**config.mk**
```make
export PLATFORM = sky130hd
export DESIGN_NAME = mouse_event_classifier
export DESIGN_NICKNAME = d
export VERILOG_FILES = /design/src/rtl/mec_pkg.sv /design/src/rtl/mouse_event_classifier.sv /design/src/rtl/mec_classify.sv /design/src/rtl/mec_out_fifo.sv
export SDC_FILE = /design/constraint.sdc
export NUM_CORES = 1
export LEC_CHECK = 0
export ABC_CLOCK_PERIOD_IN_PS = 5200
export BUFFER_PORTS_ARGS = -buffer_cell sky130_fd_sc_hd__clkbuf_2
export CORE_MARGIN = 5
export CORE_UTILIZATION = 40
export DETAILED_ROUTE_END_ITERATION = 10
export SLEW_MARGIN = 5
export SYNTH_ARGS = -nofsm -noshare
export SYNTH_HDL_FRONTEND = slang
export SYNTH_SLANG_ARGS = --single-unit
```
**constraint.sdc**
```tcl
create_clock -name aclk -period 5.2 [get_ports aclk]
set_clock_uncertainty 0.05 [all_clocks]
set_input_delay 1.04 -clock aclk [delete_from_list [all_inputs] [get_ports aclk]]
set_output_delay 1.04 -clock aclk [all_outputs]
set_load 0.01 [all_outputs]
```
**src/rtl/mec_pkg.sv**
```systemverilog
package mec_pkg;

    localparam int KIND_W  = 3;
    localparam int BTN_W   = 3;
    localparam int MOD_W   = 4;
    localparam int STEP_W  = 2;
    localparam int COUNT_W = 2;
    localparam int CFG_W   = 16;
    localparam int NRES_W  = 2;

    localparam int COORD_BITS_DEF = 12;
    localparam int TIME_BITS_DEF  = 32;
    localparam int FIFO_DEPTH     = 4;

    localparam logic [CFG_W-1:0] CLICK_TIMEOUT_RST  = 16'd400;
    localparam logic [CFG_W-1:0] DCLICK_TIMEOUT_RST = 16'd500;

    localparam logic [STEP_W-1:0]  WHEEL_NONE = 2'b00;
    localparam logic [STEP_W-1:0]  WHEEL_POS  = 2'b01;
    localparam logic [STEP_W-1:0]  WHEEL_NEG  = 2'b11;
    localparam logic [COUNT_W-1:0] COUNT_NONE   = 2'd0;
    localparam logic [COUNT_W-1:0] COUNT_SINGLE = 2'd1;
    localparam logic [COUNT_W-1:0] COUNT_DOUBLE = 2'd2;

    localparam logic [NRES_W-1:0] NRES_NONE = 2'd0;
    localparam logic [NRES_W-1:0] NRES_ONE  = 2'd1;
    localparam logic [NRES_W-1:0] NRES_TWO  = 2'd2;

    typedef enum logic [KIND_W-1:0] {
        KIND_PRESSED  = 3'd0,
        KIND_RELEASED = 3'd1,
        KIND_MOVED    = 3'd2,
        KIND_DRAGGED  = 3'd3,
        KIND_WHEEL    = 3'd4,
        KIND_CLICKED  = 3'd5
    } kind_t;

    typedef enum logic [0:0] {
        REG_CLICK_TIMEOUT  = 1'b0,
        REG_DCLICK_TIMEOUT = 1'b1
    } cfg_reg_t;

    typedef struct packed {
        logic [CFG_W-1:0] click_timeout;
        logic [CFG_W-1:0] dclick_timeout;
    } timeouts_t;

endpackage

```
**src/rtl/mouse_event_classifier.sv**
```systemverilog
// channel   | dir | ports          | contents
// s_axis    | in  | tvalid/tready  | tuser: event_kind; tdata: raw report
// m_axis    | out | tvalid/tready  | tuser: out_kind; tlast: last_of_run
// cfg       | in  | cfg_we         | cfg_index selects timeout register
//
// one request per cycle enters the input register; s_axis_tready drops only
// while a request is held and the queue has fewer than two free entries.
// the held request is classified once the queue has room and yields zero,
// one or two (with a click) results in a 4-entry result queue, which drains
// one result per cycle while m_axis_tready is high. reset is synchronous,
// active low, clears history and the queue, restores the default timeouts.
module mouse_event_classifier #(
    parameter int COORD_BITS = mec_pkg::COORD_BITS_DEF,
    parameter int TIME_BITS  = mec_pkg::TIME_BITS_DEF,
    parameter int IN_DATA_W  = ((7 + 2 * COORD_BITS + TIME_BITS + 7) / 8) * 8,
    parameter int OUT_DATA_W = ((11 + 2 * COORD_BITS + 7) / 8) * 8
) (
    input  logic                        aclk,
    input  logic                        aresetn,
    input  logic                        s_axis_tvalid,
    output logic                        s_axis_tready,
    // button_code, modifier_keys, pos_x, pos_y, time_ms
    input  logic [IN_DATA_W-1:0]        s_axis_tdata,
    // event_kind
    input  logic [mec_pkg::KIND_W-1:0]  s_axis_tuser,
    output logic                        m_axis_tvalid,
    input  logic                        m_axis_tready,
    // out_button, out_modifiers, out_x, out_y, wheel_step, click_count
    output logic [OUT_DATA_W-1:0]       m_axis_tdata,
    // out_kind
    output logic [mec_pkg::KIND_W-1:0]  m_axis_tuser,
    output logic                        m_axis_tlast,
    input  logic                        cfg_we,
    input  logic [0:0]                  cfg_index,
    input  logic [mec_pkg::CFG_W-1:0]   cfg_wdata
);
    import mec_pkg::*;

    localparam int ENTRY_W = KIND_W + 1 + OUT_DATA_W;
    localparam int X_LO    = BTN_W + MOD_W;
    localparam int Y_LO    = X_LO + COORD_BITS;
    localparam int T_LO    = Y_LO + COORD_BITS;

    timeouts_t             timeouts_reg;
    logic                  in_valid_reg;
    logic [KIND_W-1:0]     kind_reg;
    logic [BTN_W-1:0]      btn_reg;
    logic [MOD_W-1:0]      mods_reg;
    logic [COORD_BITS-1:0] x_reg, y_reg;
    logic [TIME_BITS-1:0]  time_reg;

    logic                  space_ok;
    logic [NRES_W-1:0]     res_cnt;
    logic                  proc_fire;
    logic [ENTRY_W-1:0]    res0, res1, out_entry;

    assign proc_fire     = in_valid_reg && space_ok;
    assign s_axis_tready = !in_valid_reg || proc_fire;

    always_ff @(posedge aclk) begin
        if (!aresetn) begin
            timeouts_reg.click_timeout  <= CLICK_TIMEOUT_RST;
            timeouts_reg.dclick_timeout <= DCLICK_TIMEOUT_RST;
        end else if (cfg_we) begin
            unique case (cfg_reg_t'(cfg_index))
                REG_CLICK_TIMEOUT:  timeouts_reg.click_timeout  <= cfg_wdata;
                REG_DCLICK_TIMEOUT: timeouts_reg.dclick_timeout <= cfg_wdata;
                default: ;
            endcase
        end
    end

    always_ff @(posedge aclk) begin
        if (!aresetn) begin
            in_valid_reg <= 1'b0;
        end else if (s_axis_tready) begin
            in_valid_reg <= s_axis_tvalid;
        end
    end

    always_ff @(posedge aclk) begin
        if (s_axis_tready && s_axis_tvalid) begin
            kind_reg <= s_axis_tuser;
            btn_reg  <= s_axis_tdata[BTN_W-1:0];
            mods_reg <= s_axis_tdata[BTN_W +: MOD_W];
            x_reg    <= s_axis_tdata[X_LO +: COORD_BITS];
            y_reg    <= s_axis_tdata[Y_LO +: COORD_BITS];
            time_reg <= s_axis_tdata[T_LO +: TIME_BITS];
        end
    end

    mec_classify #(
        .COORD_BITS (COORD_BITS),
        .TIME_BITS  (TIME_BITS),
        .ENTRY_W    (ENTRY_W)
    ) u_classify (
        .aclk     (aclk),
        .aresetn  (aresetn),
        .timeouts (timeouts_reg),
        .fire     (proc_fire),
        .kind_in  (kind_reg),
        .btn_in   (btn_reg),
        .mods_in  (mods_reg),
        .x_in     (x_reg),
        .y_in     (y_reg),
        .time_in  (time_reg),
        .res_cnt  (res_cnt),
        .res0     (res0),
        .res1     (res1)
    );

    logic [NRES_W-1:0] push_cnt_gated;
    assign push_cnt_gated = proc_fire ? res_cnt : NRES_NONE;

    mec_out_fifo #(
        .ENTRY_W (ENTRY_W)
    ) u_out_fifo (
        .aclk      (aclk),
        .aresetn   (aresetn),
        .push_cnt  (push_cnt_gated),
        .push0     (res0),
        .push1     (res1),
        .space_ok  (space_ok),
        .out_valid (m_axis_tvalid),
        .out_ready (m_axis_tready),
        .out_entry (out_entry)
    );

    assign m_axis_tdata = out_entry[OUT_DATA_W-1:0];
    assign m_axis_tlast = out_entry[OUT_DATA_W];
    assign m_axis_tuser = out_entry[ENTRY_W-1 -: KIND_W];

    a_stall_holds: assert property (@(posedge aclk) disable iff (!aresetn)
        in_valid_reg && !proc_fire |=> in_valid_reg && $stable(time_reg) && $stable(kind_reg))
        else $error("held request lost while stalled");

endmodule

```
**src/rtl/mec_classify.sv**
```systemverilog
module mec_classify #(
    parameter int COORD_BITS = mec_pkg::COORD_BITS_DEF,
    parameter int TIME_BITS  = mec_pkg::TIME_BITS_DEF,
    parameter int ENTRY_W    = mec_pkg::KIND_W + 1
                               + ((mec_pkg::BTN_W + mec_pkg::MOD_W + 2 * COORD_BITS
                                   + mec_pkg::STEP_W + mec_pkg::COUNT_W + 7) / 8) * 8
) (
    input  logic                     aclk,
    input  logic                     aresetn,
    input  mec_pkg::timeouts_t       timeouts,
    input  logic                     fire,
    input  logic [mec_pkg::KIND_W-1:0] kind_in,
    input  logic [mec_pkg::BTN_W-1:0]  btn_in,
    input  logic [mec_pkg::MOD_W-1:0]  mods_in,
    input  logic [COORD_BITS-1:0]      x_in,
    input  logic [COORD_BITS-1:0]      y_in,
    input  logic [TIME_BITS-1:0]       time_in,
    output logic [mec_pkg::NRES_W-1:0] res_cnt,
    output logic [ENTRY_W-1:0]         res0,
    output logic [ENTRY_W-1:0]         res1
);
    import mec_pkg::*;

    localparam int DATA_BITS = BTN_W + MOD_W + 2 * COORD_BITS + STEP_W + COUNT_W;
    localparam int DATA_W    = ((DATA_BITS + 7) / 8) * 8;
    localparam int PAD_W     = DATA_W - DATA_BITS;

    kind_t                 prev_kind_reg;
    logic [BTN_W-1:0]      prev_btn_reg;
    logic [COORD_BITS-1:0] prev_x_reg, prev_y_reg;
    logic [TIME_BITS-1:0]  press_time_reg, click_time_reg;

    kind_t                 kind_n, adj;
    logic                  is_wheel, repeat_hit, same_pos, drop, click, dbl;
    logic [STEP_W-1:0]     wheel;
    logic [COUNT_W-1:0]    count;
    logic [TIME_BITS-1:0]  held, since;

    always_comb begin
        kind_n = (kind_in > KIND_WHEEL) ? KIND_MOVED : kind_t'(kind_in);
        is_wheel = (kind_n == KIND_WHEEL);
        repeat_hit = ((prev_kind_reg == kind_n) && (prev_btn_reg == btn_in))
                     || (btn_in == '0);
        same_pos = (prev_x_reg == x_in) && (prev_y_reg == y_in);
        drop = !is_wheel && repeat_hit && same_pos;
        if (is_wheel) begin
            adj = KIND_WHEEL;
        end else if (repeat_hit) begin
            adj = ((kind_n == KIND_PRESSED) && (btn_in != '0)) ? KIND_DRAGGED : KIND_MOVED;
        end else begin
            adj = kind_n;
        end
        wheel = !is_wheel ? WHEEL_NONE : ((btn_in == '0) ? WHEEL_NEG : WHEEL_POS);
        held  = time_in - press_time_reg;
        since = time_in - click_time_reg;
        click = (adj == KIND_RELEASED) && (prev_btn_reg == btn_in)
                && (held < TIME_BITS'(timeouts.click_timeout));
        dbl   = since < TIME_BITS'(timeouts.dclick_timeout);
        count = dbl ? COUNT_DOUBLE : COUNT_SINGLE;
        if (drop) begin
            res_cnt = NRES_NONE;
        end else if (click) begin
            res_cnt = NRES_TWO;
        end else begin
            res_cnt = NRES_ONE;
        end
    end

    // entry: {kind, last, tdata}
    assign res0 = {adj, !click, {PAD_W{1'b0}}, COUNT_NONE, wheel, y_in, x_in, mods_in, btn_in};
    assign res1 = {KIND_CLICKED, 1'b1, {PAD_W{1'b0}}, count, WHEEL_NONE,
                   y_in, x_in, mods_in, btn_in};

    always_ff @(posedge aclk) begin
        if (!aresetn) begin
            prev_kind_reg  <= KIND_PRESSED;
            prev_btn_reg   <= '0;
            prev_x_reg     <= '0;
            prev_y_reg     <= '0;
            press_time_reg <= '0;
            click_time_reg <= '0;
        end else if (fire && !drop) begin
            prev_kind_reg <= kind_n;
            prev_btn_reg  <= btn_in;
            prev_x_reg    <= x_in;
            prev_y_reg    <= y_in;
            if (adj == KIND_PRESSED) begin
                press_time_reg <= time_in;
            end
            if (click) begin
                click_time_reg <= dbl ? '0 : time_in;
            end
        end
    end

    a_double_clears: assert property (@(posedge aclk) disable iff (!aresetn)
        fire && (res_cnt == NRES_TWO) && dbl |=> (click_time_reg == '0))
        else $error("double click did not clear stored click time");

endmodule

```
**src/rtl/mec_out_fifo.sv**
```systemverilog
module mec_out_fifo #(
    parameter int ENTRY_W = 40
) (
    input  logic                 aclk,
    input  logic                 aresetn,
    input  logic [mec_pkg::NRES_W-1:0] push_cnt,
    input  logic [ENTRY_W-1:0]   push0,
    input  logic [ENTRY_W-1:0]   push1,
    output logic                 space_ok,
    output logic                 out_valid,
    input  logic                 out_ready,
    output logic [ENTRY_W-1:0]   out_entry
);
    import mec_pkg::*;

    localparam int PTR_W = $clog2(FIFO_DEPTH);
    localparam int CNT_W = PTR_W + 1;

    logic [ENTRY_W-1:0] mem_reg [FIFO_DEPTH];
    logic [PTR_W-1:0]   wr_ptr_reg, wr_ptr_next, rd_ptr_reg, rd_ptr_next;
    logic [CNT_W-1:0]   count_reg, count_next;
    logic               pop;

    assign out_valid = (count_reg != '0);
    assign out_entry = mem_reg[rd_ptr_reg];
    assign pop       = out_valid && out_ready;
    assign space_ok  = (count_reg <= CNT_W'(FIFO_DEPTH - 2));

    always_comb begin
        wr_ptr_next = wr_ptr_reg + PTR_W'(push_cnt);
        rd_ptr_next = rd_ptr_reg + PTR_W'(pop);
        count_next  = count_reg + CNT_W'(push_cnt) - CNT_W'(pop);
    end

    always_ff @(posedge aclk) begin
        if (!aresetn) begin
            wr_ptr_reg <= '0;
            rd_ptr_reg <= '0;
            count_reg  <= '0;
        end else begin
            wr_ptr_reg <= wr_ptr_next;
            rd_ptr_reg <= rd_ptr_next;
            count_reg  <= count_next;
        end
    end

    always_ff @(posedge aclk) begin
        if (push_cnt != NRES_NONE) begin
            mem_reg[wr_ptr_reg] <= push0;
        end
        if (push_cnt == NRES_TWO) begin
            mem_reg[wr_ptr_reg + PTR_W'(1)] <= push1;
        end
    end

    a_count_bound: assert property (@(posedge aclk) disable iff (!aresetn)
        count_reg <= CNT_W'(FIFO_DEPTH))
        else $error("result queue overflow");

    a_push_space: assert property (@(posedge aclk) disable iff (!aresetn)
        !space_ok |-> (push_cnt == NRES_NONE))
        else $error("results pushed without room");

endmodule
```
# Word level (Yosys, flattened, before mapping)
# Memory sizes are Yosys's and may differ from the RTL's. A register that Yosys moved wholly into a read port is not among the register bits.
# Cells that the tools add are included.
classes:
  reduce_logical: 27
  addsub: 7
  n_eq_ne: 7
  shifts: 0
  n_bitwise: 1
  mux: 16
  mul: 0
  div_mod_pow: 0
  n_lt_le_gt_ge: 4
ops:
  columns: ["operator", "n"]
  rows:
  - ["$lt A32 B16 Y1", 2]
  - ["$sub A32 B32 Y32", 2]
  - ["$mux W32", 1]
  - ["$eq A12 B12 Y1", 2]
  - ["$mux W2", 7]
  - ["$logic_and A1 B1 Y1", 11]
  - ["$logic_not A3 Y1", 3]
  - ["$mux W3", 3]
  - ["$reduce_and A2 Y1", 4]
  - ["$eq A3 B3 Y1", 2]
  - ["$reduce_bool A3 Y1", 2]
  - ["$mux W1", 5]
  - ["$logic_not A1 Y1", 4]
  - ["$add A3 B2 Y3", 1]
  - ["$eq A3 B1 Y1 const B", 1]
  - ["$eq A3 B3 Y1 const B", 1]
  - ["$gt A3 B3 Y1 const B", 1]
  - ["$le A3 B2 Y1 const B", 1]
  - ["$sub A3 B1 Y3", 1]
  - ["$add A2 B1 Y2", 1]
  - ["$add A2 B1 Y2 const B", 1]
  - ["$add A2 B2 Y2", 1]
  - ["$eq A2 B2 Y1 const B", 1]
  - ["$logic_or A1 B1 Y1", 2]
  - ["other kinds (2)", 2]
word_totals:
  ff_bits: 200
  mem_bits_ro: 0
  word_cells: 81
  inputBits: 89
  mem_bits_rw: 156
  latch_bits: 0
  mem_count: 1
  out_inout_bits: 46
mem_list:
  columns: ["name", "words", "word_bits", "rd", "rd_ports_with_merged_regs", "write_ports", "line_no", "text"]
  rows:
  - ["u_out_fifo.mem_reg", 4, 39, 1, 1, 2, "mec_out_fifo.sv:19", "logic [ENTRY_W-1:0] mem_reg [FIFO_DEPTH];"]

# Depth between registers and ports, before layout
# Gate-level depths: netlist (run 1).
depth:
  ltp_word: 16
  mapped_depth: 25
  ltp_nobuf: 25

# Modules after synthesis
# A second synthesis (run 1) with hierarchy kept.
hier_totals:
  hier_cells: 1974
  hier_area_um2: 22250.1
modules_own_cells:
  columns: ["module", "seq_area_each_um2", "instances", "cells_each", "area_per_inst_um2"]
  rows:
  - ["mec_classify", 1881.8, 1, 1298, 9973.3]
  - ["mec_out_fifo", 5425.2, 1, 470, 8961.1]
  - ["mouse_event_classifier", 2642.5, 1, 206, 3315.7]

# Worst setup path after synthesis (run 1)
# Ideal clock, no wire load.
synth_path:
  path_kind: "register to register"
  from: "register time_reg[4]"
  to: "memory u_out_fifo.mem_reg[0][0] (netlist bit), enable pin"
  path_buffers: 2
  setup_slack_ns: 0.141
  period_less_slack_ns: 5.059
  t_required_ns: 4.762
  arrival_ns: 4.621
  path_stages_with_launch: 21
  cell_sequence: "edfxtp_1 ha_1 a21o_1 nor2_1 o21ai_0 a21o_1 a21oi_1 xnor2_1 ha_1 a21o_1 a21o_1 a21o_1 a22oi_1 and2_0 o2111ai_1 a2111oi_2 nand4_4 buf_6 o21a_4 buf_12 inv_1"
synth_rtl:
  columns: ["element", "line_no", "text"]
  rows:
  - ["start: declaration", "mouse_event_classifier.sv:50", "logic [TIME_BITS-1:0] time_reg;"]
  - ["start signal: assignment", "mouse_event_classifier.sv:88", "time_reg <= s_axis_tdata[T_LO +: TIME_BITS];"]
  - ["end: declaration", "mec_out_fifo.sv:19", null]

# Final worst setup path (run 1)
layout_path:
  from: "register time_reg[0]"
  to: "register u_classify.click_time_reg[13]"
layout_via:
  elab_chain_cells: 4
  elab_cells_between_ends: 7
layout_rtl:
  columns: ["element", "line_no", "text"]
  rows:
  - ["$sub A32 B32 Y32", "mec_classify.sv:54", "held = time_in - press_time_reg;"]
  - ["$lt A32 B16 Y1", "mec_classify.sv:57", "&& (held < TIME_BITS'(timeouts.click_timeout));"]
  - ["$logic_and A1 B1 Y1", "mec_classify.sv:57", null]
  - ["$reduce_and A2 Y1 (no source line)", null, null]
  - ["end signal: assignment", "mec_classify.sv:91", "click_time_reg <= dbl ? '0 : time_in;"]
  - ["end: declaration", "mec_classify.sv:31", "logic [TIME_BITS-1:0] press_time_reg, click_time_reg;"]
# Parallel ways exist; a longest one is shown, timed or not.
# A chain may end at the register's enable or synchronous reset.

==> summary.txt, run 1 <==
Timing
  – Final hold vios: 0
  – Highest clock rate: 201.0 MHz
  – Count of pins over their slew limit: 0
  – Min cycle time layout: 4.976 ns
  – Worst-margin pin slew: 1.280 ns
  – Final setup fails: 0
  – RSZ-0062 raised after global routing: true
  – Period utilization: 0.9570
  – Rel. slew slack: 0.1465

Detailed routing
  – Vias per std cell: 5.238
  – Drt initial violations: 935
  – WL/cell: 18.15 um
  – Final ANT Viol Nets: 0
  – Total wire length: 47.16 mm
  – Vias: 13,610
  – # DRC: 0
  – Pre-Repair DR Iteration Count: 9

Status
  – Status: complete, no violations

Placement
  – Placed instance area: 20,460 um2
  – Final GP Congestion: 0.8878
  – Port bufs: 128
  – Dpl hpwl: 33.98 mm

Synth
  – Synth cell count leaders: edfxtp_1 (198), nor2_1 (188), dfxtp_1 (158), inv_1 (154), a21oi_1 (148)
  – Largest cells by area after synthesis: edfxtp_1 (31%), dfxtp_1 (17%), ha_1 (6.4%)
  – #FFs+latches synth: 356
  – Post-synth EDFFs: 198
  – Top_reg_cell synth: edfxtp_1
  – Sequential share of the synthesized area: 0.4803
  – Synth cell types: 86
  – Top-area cell type share of the netlist area: 0.3135
  – Largest area contributor in the netlist: edfxtp_1
  – Post-Syn Area per Cell: 10.47 um2
  – Mapped Area: 18,960 um2
  – Most numerous cell in the Yosys netlist: edfxtp_1
  – Syn Inst Count: 1,811
  – Fraction of registers with async set/reset: 0
  – Yosys warns: 0

CTS
  – Clock sinks: 356
  – Total CTS buffers: 40
  – CTS Hold Buffers Added: 0
  – Clock latency on the worst-skew pair: 0.57 ns
  – H-tree depth: 2
  – CTS clk-pin slew, worst paths: 0.06 ns
  – CTS max path bufs: 3
  – Root buf cell: clkbuf_16
  – TritonCTS clock tree: done

Floorplan
  – Starting Density: 0.4056
  – Die width: 227.7 um
  – I/O Pins: 135
  – Core Area: 46,750 um2
  – Row cnt: 79
  – Chip height: 227.7 um
  – DIE AREA: 51,860 um2

Pwr
  – VDD IR max: 269.0 uV
  – Power Total: 8.025 mW
  – Cell leakage power: 8.640 nW
  – Power Density: 365.4 nW/um2

Global route
  – Vias in the first global route: 13,740
  – First-pass GRT wire length: 75.27 mm
  – GRT Overall Usage: 0.1771
  – GR Overflow Total: 0
  – Antenna violations before repair: 0
  – Largest net degree at the start of global routing: 55

Layout
  – Area Overhead vs Synth: 15.80%
  – Multi-input gate area: 9044 um2
  – Sequential cell area: 9111 um2
  – Filler cells: 4,363
  – Design Area, Final: 21,960 um2
  – Finished Core Util: 0.4697
  – # nets final: 2,148
  – Layout cells sized above 1: 0.1848
  – Antenna Cells: 0
  – Max reg flops: 156

Critical path
  – Data arrival, critical path: 5.36 ns
  – Crit end category: register
  – CP Launch Type: register
  – WS Path Type: reg -> reg
  – WP data required: 5.58 ns
  – CP Max Fanout: 16

Run
  – Max-Cap Viols: 0

Hold path
  – Hold Crit Class: reg -> reg
[per-stage QoR]
step	hold slack (ns)	TNS, ns	instances	setup WS (ns)
2_1_floorplan	0.3797	0	1815	0.1411
3_3_place_gp	0.3931	0	2514	0.1152
3_5_place_dp	0.3967	0	2514	0.05919
4_1_cts	0.4081	0	2588	0.01160
5_1_grt	0.4233	-0.02552	2598	-0.01241
6_report	0.4081	0	2598	0.2236
[kinds of logic (layout without fill, tap and decap cells)]
kind of cell,Yosys count,count (layout),synth area share
DFF,356,356,0.4803
buffers and inverters,235,411,0.05212
adders and majority gates,100,100,0.06717
xor gates and xnor gates,77,77,0.03556
muxes,80,80,0.06803
other,1,5,0.0001978
and+or+nand+nor,571,571,0.1594
AOI/OAI and AO/OA,391,391,0.1372
[final timing paths]
path / end / slack [ns] / start / cells after the start
min reg2reg: timeouts_reg[16]$_SDFFE_PN0P_ / 0.41 / timeouts_reg[16]$_SDFFE_PN0P_ / 2
max: u_classify.click_time_reg[13]$_SDFFE_PN0P_ / 0.22 / time_reg[0]$_DFFE_PP_ / 23
min: timeouts_reg[16]$_SDFFE_PN0P_ / 0.41 / timeouts_reg[16]$_SDFFE_PN0P_ / 2
max reg2reg: u_classify.click_time_reg[13]$_SDFFE_PN0P_ / 0.22 / time_reg[0]$_DFFE_PP_ / 23
[cell usage in the layout (no fill, tap or decap), types with 8 or more instances in the layout]
cell / n
a211oi_1: 11
a21o_1: 33
a21oi_1: 144
and2_1: 106
buf_12: 8
buf_4: 44
clkbuf_1: 9
clkbuf_16: 41
clkbuf_2: 128
clkinv_2: 9
dfxtp_1: 156
edfxtp_1: 198
ha_1: 91
inv_1: 154
mux2i_1: 40
mux4_2: 39
nand2_1: 116
nand2b_1: 12
nand3_1: 20
nand4_1: 24
nor2_1: 185
nor2b_2: 9
nor2b_4: 20
nor3_1: 15
o211ai_1: 21
o21a_1: 19
o21ai_0: 37
o21bai_1: 11
o2bb2ai_1: 32
xnor2_1: 43
xor2_1: 33
[power breakdown]
group	switching (mW)	internal [mW]
Combinational	1.05	0.857
Sequential	0.165	3.19
Clock	1.16	1.60
[critical path: stages (launching register included)]
cell and delay [ns]:
edfxtp_1 0.38, inv_1 0.12, ha_1 0.23, inv_1 0.07, fa_2 0.39, a211oi_2 0.28, o211ai_1 0.15, a21o_1 0.21
nor2b_1 0.14, a21oi_1 0.14, o21bai_1 0.09, xor2_1 0.15, ha_1 0.29, a21o_1 0.18, a221o_1 0.35, nor4_2 0.23
nand2_1 0.11, nor4_2 0.29, nand4_1 0.13, buf_4 0.18, o311ai_4 0.23, buf_4 0.17, buf_12 0.15, o2bb2ai_1 0.10
[repair_timing]
action,in CTS,in global routing
gates resized for setup,0,24
setup buffers,0,8
setup endpoints to repair,0,127
[routing by layer]
metal  wire, um  vias to the layer above  track usage  part of all wire
li1           -                     6748            -                 -
met1      22050                     6492       0.2473              0.47
met2      22040                      317       0.2909              0.47
met3       2217                       52      0.03143             0.047
met4        861                        0      0.03933             0.018
met5          0                        -            0                 0
[layout make-up]
class	count	area share
multi-input combinational	1224	0.4118
clock inverter	24	0.01128
sequential	356	0.4149
inverter	155	0.02649
tap	607	0.03458
timing repair buffer	182	0.05316
clock buffer	50	0.04775
(Power assumes the default switching activity.)
==> inputs of run 2 (changes only) <==
--- a/config.mk
+++ b/config.mk
@@ -7,8 +7,9 @@
 export LEC_CHECK = 0
 export ABC_CLOCK_PERIOD_IN_PS = 5200
 export BUFFER_PORTS_ARGS = -buffer_cell sky130_fd_sc_hd__clkbuf_2
-export CORE_MARGIN = 5
 export CORE_UTILIZATION = 40
+export CTS_BUF_LIST = sky130_fd_sc_hd__clkbuf_4
+export CTS_CLUSTER_SIZE = 12
 export DETAILED_ROUTE_END_ITERATION = 10
 export SLEW_MARGIN = 5
 export SYNTH_ARGS = -nofsm -noshare
==> run 2 against run 1 <==
Net effect:
- the flow now finishes with violations (design-rule violations)
- register-to-register slack barely moved
- combinational power barely moved
- critical path depth fell by 1
- critical path type unchanged
- first-iteration DRC count fell by 6.6%
==> summary.txt, run 2 (same netlist as run 1, synthesis figures left out) <==
CTS
  – CTS max path bufs: 3
  – CTS Hold Buffers Added: 0
  – H-tree depth: 3
  – Clock sinks: 356
  – Total CTS buffers: 96
  – TritonCTS clock tree: done
  – Clock latency on the worst-skew pair: 0.84 ns
  – Root buf cell: clkbuf_4
  – CTS clk-pin slew, worst paths: 0.07 ns

Placement
  – Final GP Congestion: 0.9031
  – Port bufs: 128
  – Dpl hpwl: 32.85 mm
  – Placed Cells: 2,512

Status
  – Status: complete, but fails checks
  – Failing checks: design-rule violations

Detailed routing
  – # DRC: 18
  – Final ANT Viol Nets: 0
  – Total wire length: 46.61 mm
  – Pre-Repair DR Iteration Count: 8
  – Vias: 13,930
  – WL/cell: 17.28 um
  – Vias per std cell: 5.162
  – Drt initial violations: 873

Timing
  – Min cycle time layout: 4.983 ns
  – Worst hold margin: 0.3432 ns
  – Worst-margin pin slew: 1.206 ns
  – Count of pins over their slew limit: 0
  – Highest clock rate: 200.7 MHz
  – Rel. slew slack: 0.1953
  – Period utilization: 0.9582
  – Final setup fails: 0
  – Final hold vios: 0

Run
  – Max-Cap Viols: 0

Critical path
  – Worst r2r path cells: 22
  – Largest stage delay on the critical path: 0.43 ns
  – Crit end category: register
  – CP Cell Sequence: ha_1, inv_1, fa_2, a211oi_2, o211ai_1, a21o_1, nor2b_1, a21oi_1, o21bai_1, xor2_1, ha_1, a21o_1, a221o_1, nor4_2, nand2_1, nor4_2, nand4_1, buf_4, o311ai_4, buf_4, clkbuf_16, o2bb2ai_1
  – WP data required: 5.83 ns
  – CP Max Fanout: 8
  – WS Path Type: reg -> reg
  – Critical-path top delay cell: dfxtp_1
  – CP Launch Type: register
  – Data arrival, critical path: 5.61 ns

Layout
  – Most frequent cells in the layout: edfxtp_1 (198), nor2_1 (185), dfxtp_1 (156), inv_1 (153), clkbuf_4 (151)
  – Commonest non-fill, non-tap cell in the layout: edfxtp_1
  – # nets final: 2,202
  – Sequential cell area: 9111 um2
  – Area Overhead vs Synth: 15.54%
  – Max reg flops: 156
  – Layout cells sized above 1: 0.2206
  – Non-Filler Instances: 2,698
  – Multi-input gate area: 9029 um2
  – Filler cells: 4,389

Pwr
  – Power Density: 353.3 nW/um2
  – Cell leakage power: 8.752 nW
  – VDD IR max: 172.9 uV
  – Power Total: 7.741 mW

Global route
  – Vias in the first global route: 13,540
  – Antenna violations before repair: 2
  – Largest net degree at the start of global routing: 39
  – Most used routing layer: met2
  – GR Overflow Total: 0
  – GRT Overall Usage: 0.1918
  – Met3 GRT Util: 0.03975
  – Grt met2 use: 0.3100
  – Met1 Resource Use GR: 0.2555
  – First-pass GRT wire length: 71.68 mm

Hold path
  – Min-Delay Path Depth: 1
  – Hold Crit Class: in -> reg

Floorplan
  – Row cnt: 79
  – I/O Pins: 135
  – Chip height: 219.7 um
  – DIE AREA: 48,280 um2
  – Core Area: 46,650 um2
  – Die width: 219.7 um
  – Starting Density: 0.4065
-- run 2: cell count changes in the layout (fill, tap and decap cells not counted), moves of 4 or more --
cell / change
buf_4: -4
clkbuf_1: -9
clkbuf_16: -40
clkbuf_4: +151
clkinv_1: +11
clkinv_2: -8
-- run 2: layer usage --
| layer | up-vias | part of all wire | wire length, um |
|---|---|---|---|
| met2 | 294 | 0.47 | 21760 |
| met4 | 2 | 0.020 | 915 |
| met1 | 6664 | 0.47 | 21940 |
| li1 | 6899 | - | - |
| met5 | - | 0.00030 | 14 |
| met3 | 69 | 0.042 | 1974 |
-- run 2: area by class of cell --
class	instances	area share
tap	607	0.03466
sequential	356	0.4158
antenna	1	0.0001142
timing repair buffer	180	0.05373
multi-input combinational	1224	0.4121
clock inverter	24	0.005311
inverter	155	0.02655
clock buffer	151	0.05174
-- run 2: final timing paths --
check                                            start                                   endpoint  slack, ns
min reg2reg              timeouts_reg[30]$_SDFFE_PN0P_              timeouts_reg[30]$_SDFFE_PN0P_       0.41
max          u_classify.click_time_reg[0]$_SDFFE_PN0P_  u_classify.click_time_reg[1]$_SDFFE_PN0P_       0.22
min                                   s_axis_tdata[10]                         x_reg[3]$_DFFE_PP_       0.34
max reg2reg  u_classify.click_time_reg[0]$_SDFFE_PN0P_  u_classify.click_time_reg[1]$_SDFFE_PN0P_       0.22
-- run 2: worst max-delay path: cells and delay by family (launching register included) --
| kind | cells | cell delay (ns) |
|---|---|---|
| buf+inv | 4 | 0.62 |
| fa+ha+maj | 3 | 0.92 |
| simple gates | 5 | 0.90 |
| xor+xnor | 1 | 0.15 |
| compound gates | 9 | 1.73 |
| flops | 1 | 0.43 |
-- run 2: metrics by stage --
step / setup slack (ns) / area [um2] / TNS [ns] / utilization
2_1_floorplan: 0.1411 / 18980 / 0 / -
6_report: 0.2172 / 21910 / 0 / 0.4696
4_1_cts: 0.09035 / 21720 / 0 / 0.4656
3_3_place_gp: 0.1469 / 20470 / 0 / 0.4388
3_5_place_dp: 0.09726 / 20470 / 0 / 0.4388
5_1_grt: -0.02913 / 21910 / -0.4440 / 0.4696
-- run 2: what timing repair did --
| item | 4_1_cts | 5_1_grt |
|---|---|---|
| setup endpoints to repair | 0 | 55 |
| setup buffers | 0 | 8 |
| gates resized for setup | 0 | 20 |
| hold endpoints to repair | 0 | 0 |
-- run 2: where the power goes --
part | leakage, nW | internal, mW | total, mW | switching, mW
combinational | 4.69 | 0.846 | 1.89 | 1.04
clock | 0.751 | 1.32 | 2.50 | 1.18
sequential | 3.32 | 3.19 | 3.35 | 0.161
total | 8.75 | 5.36 | 7.74 | 2.38
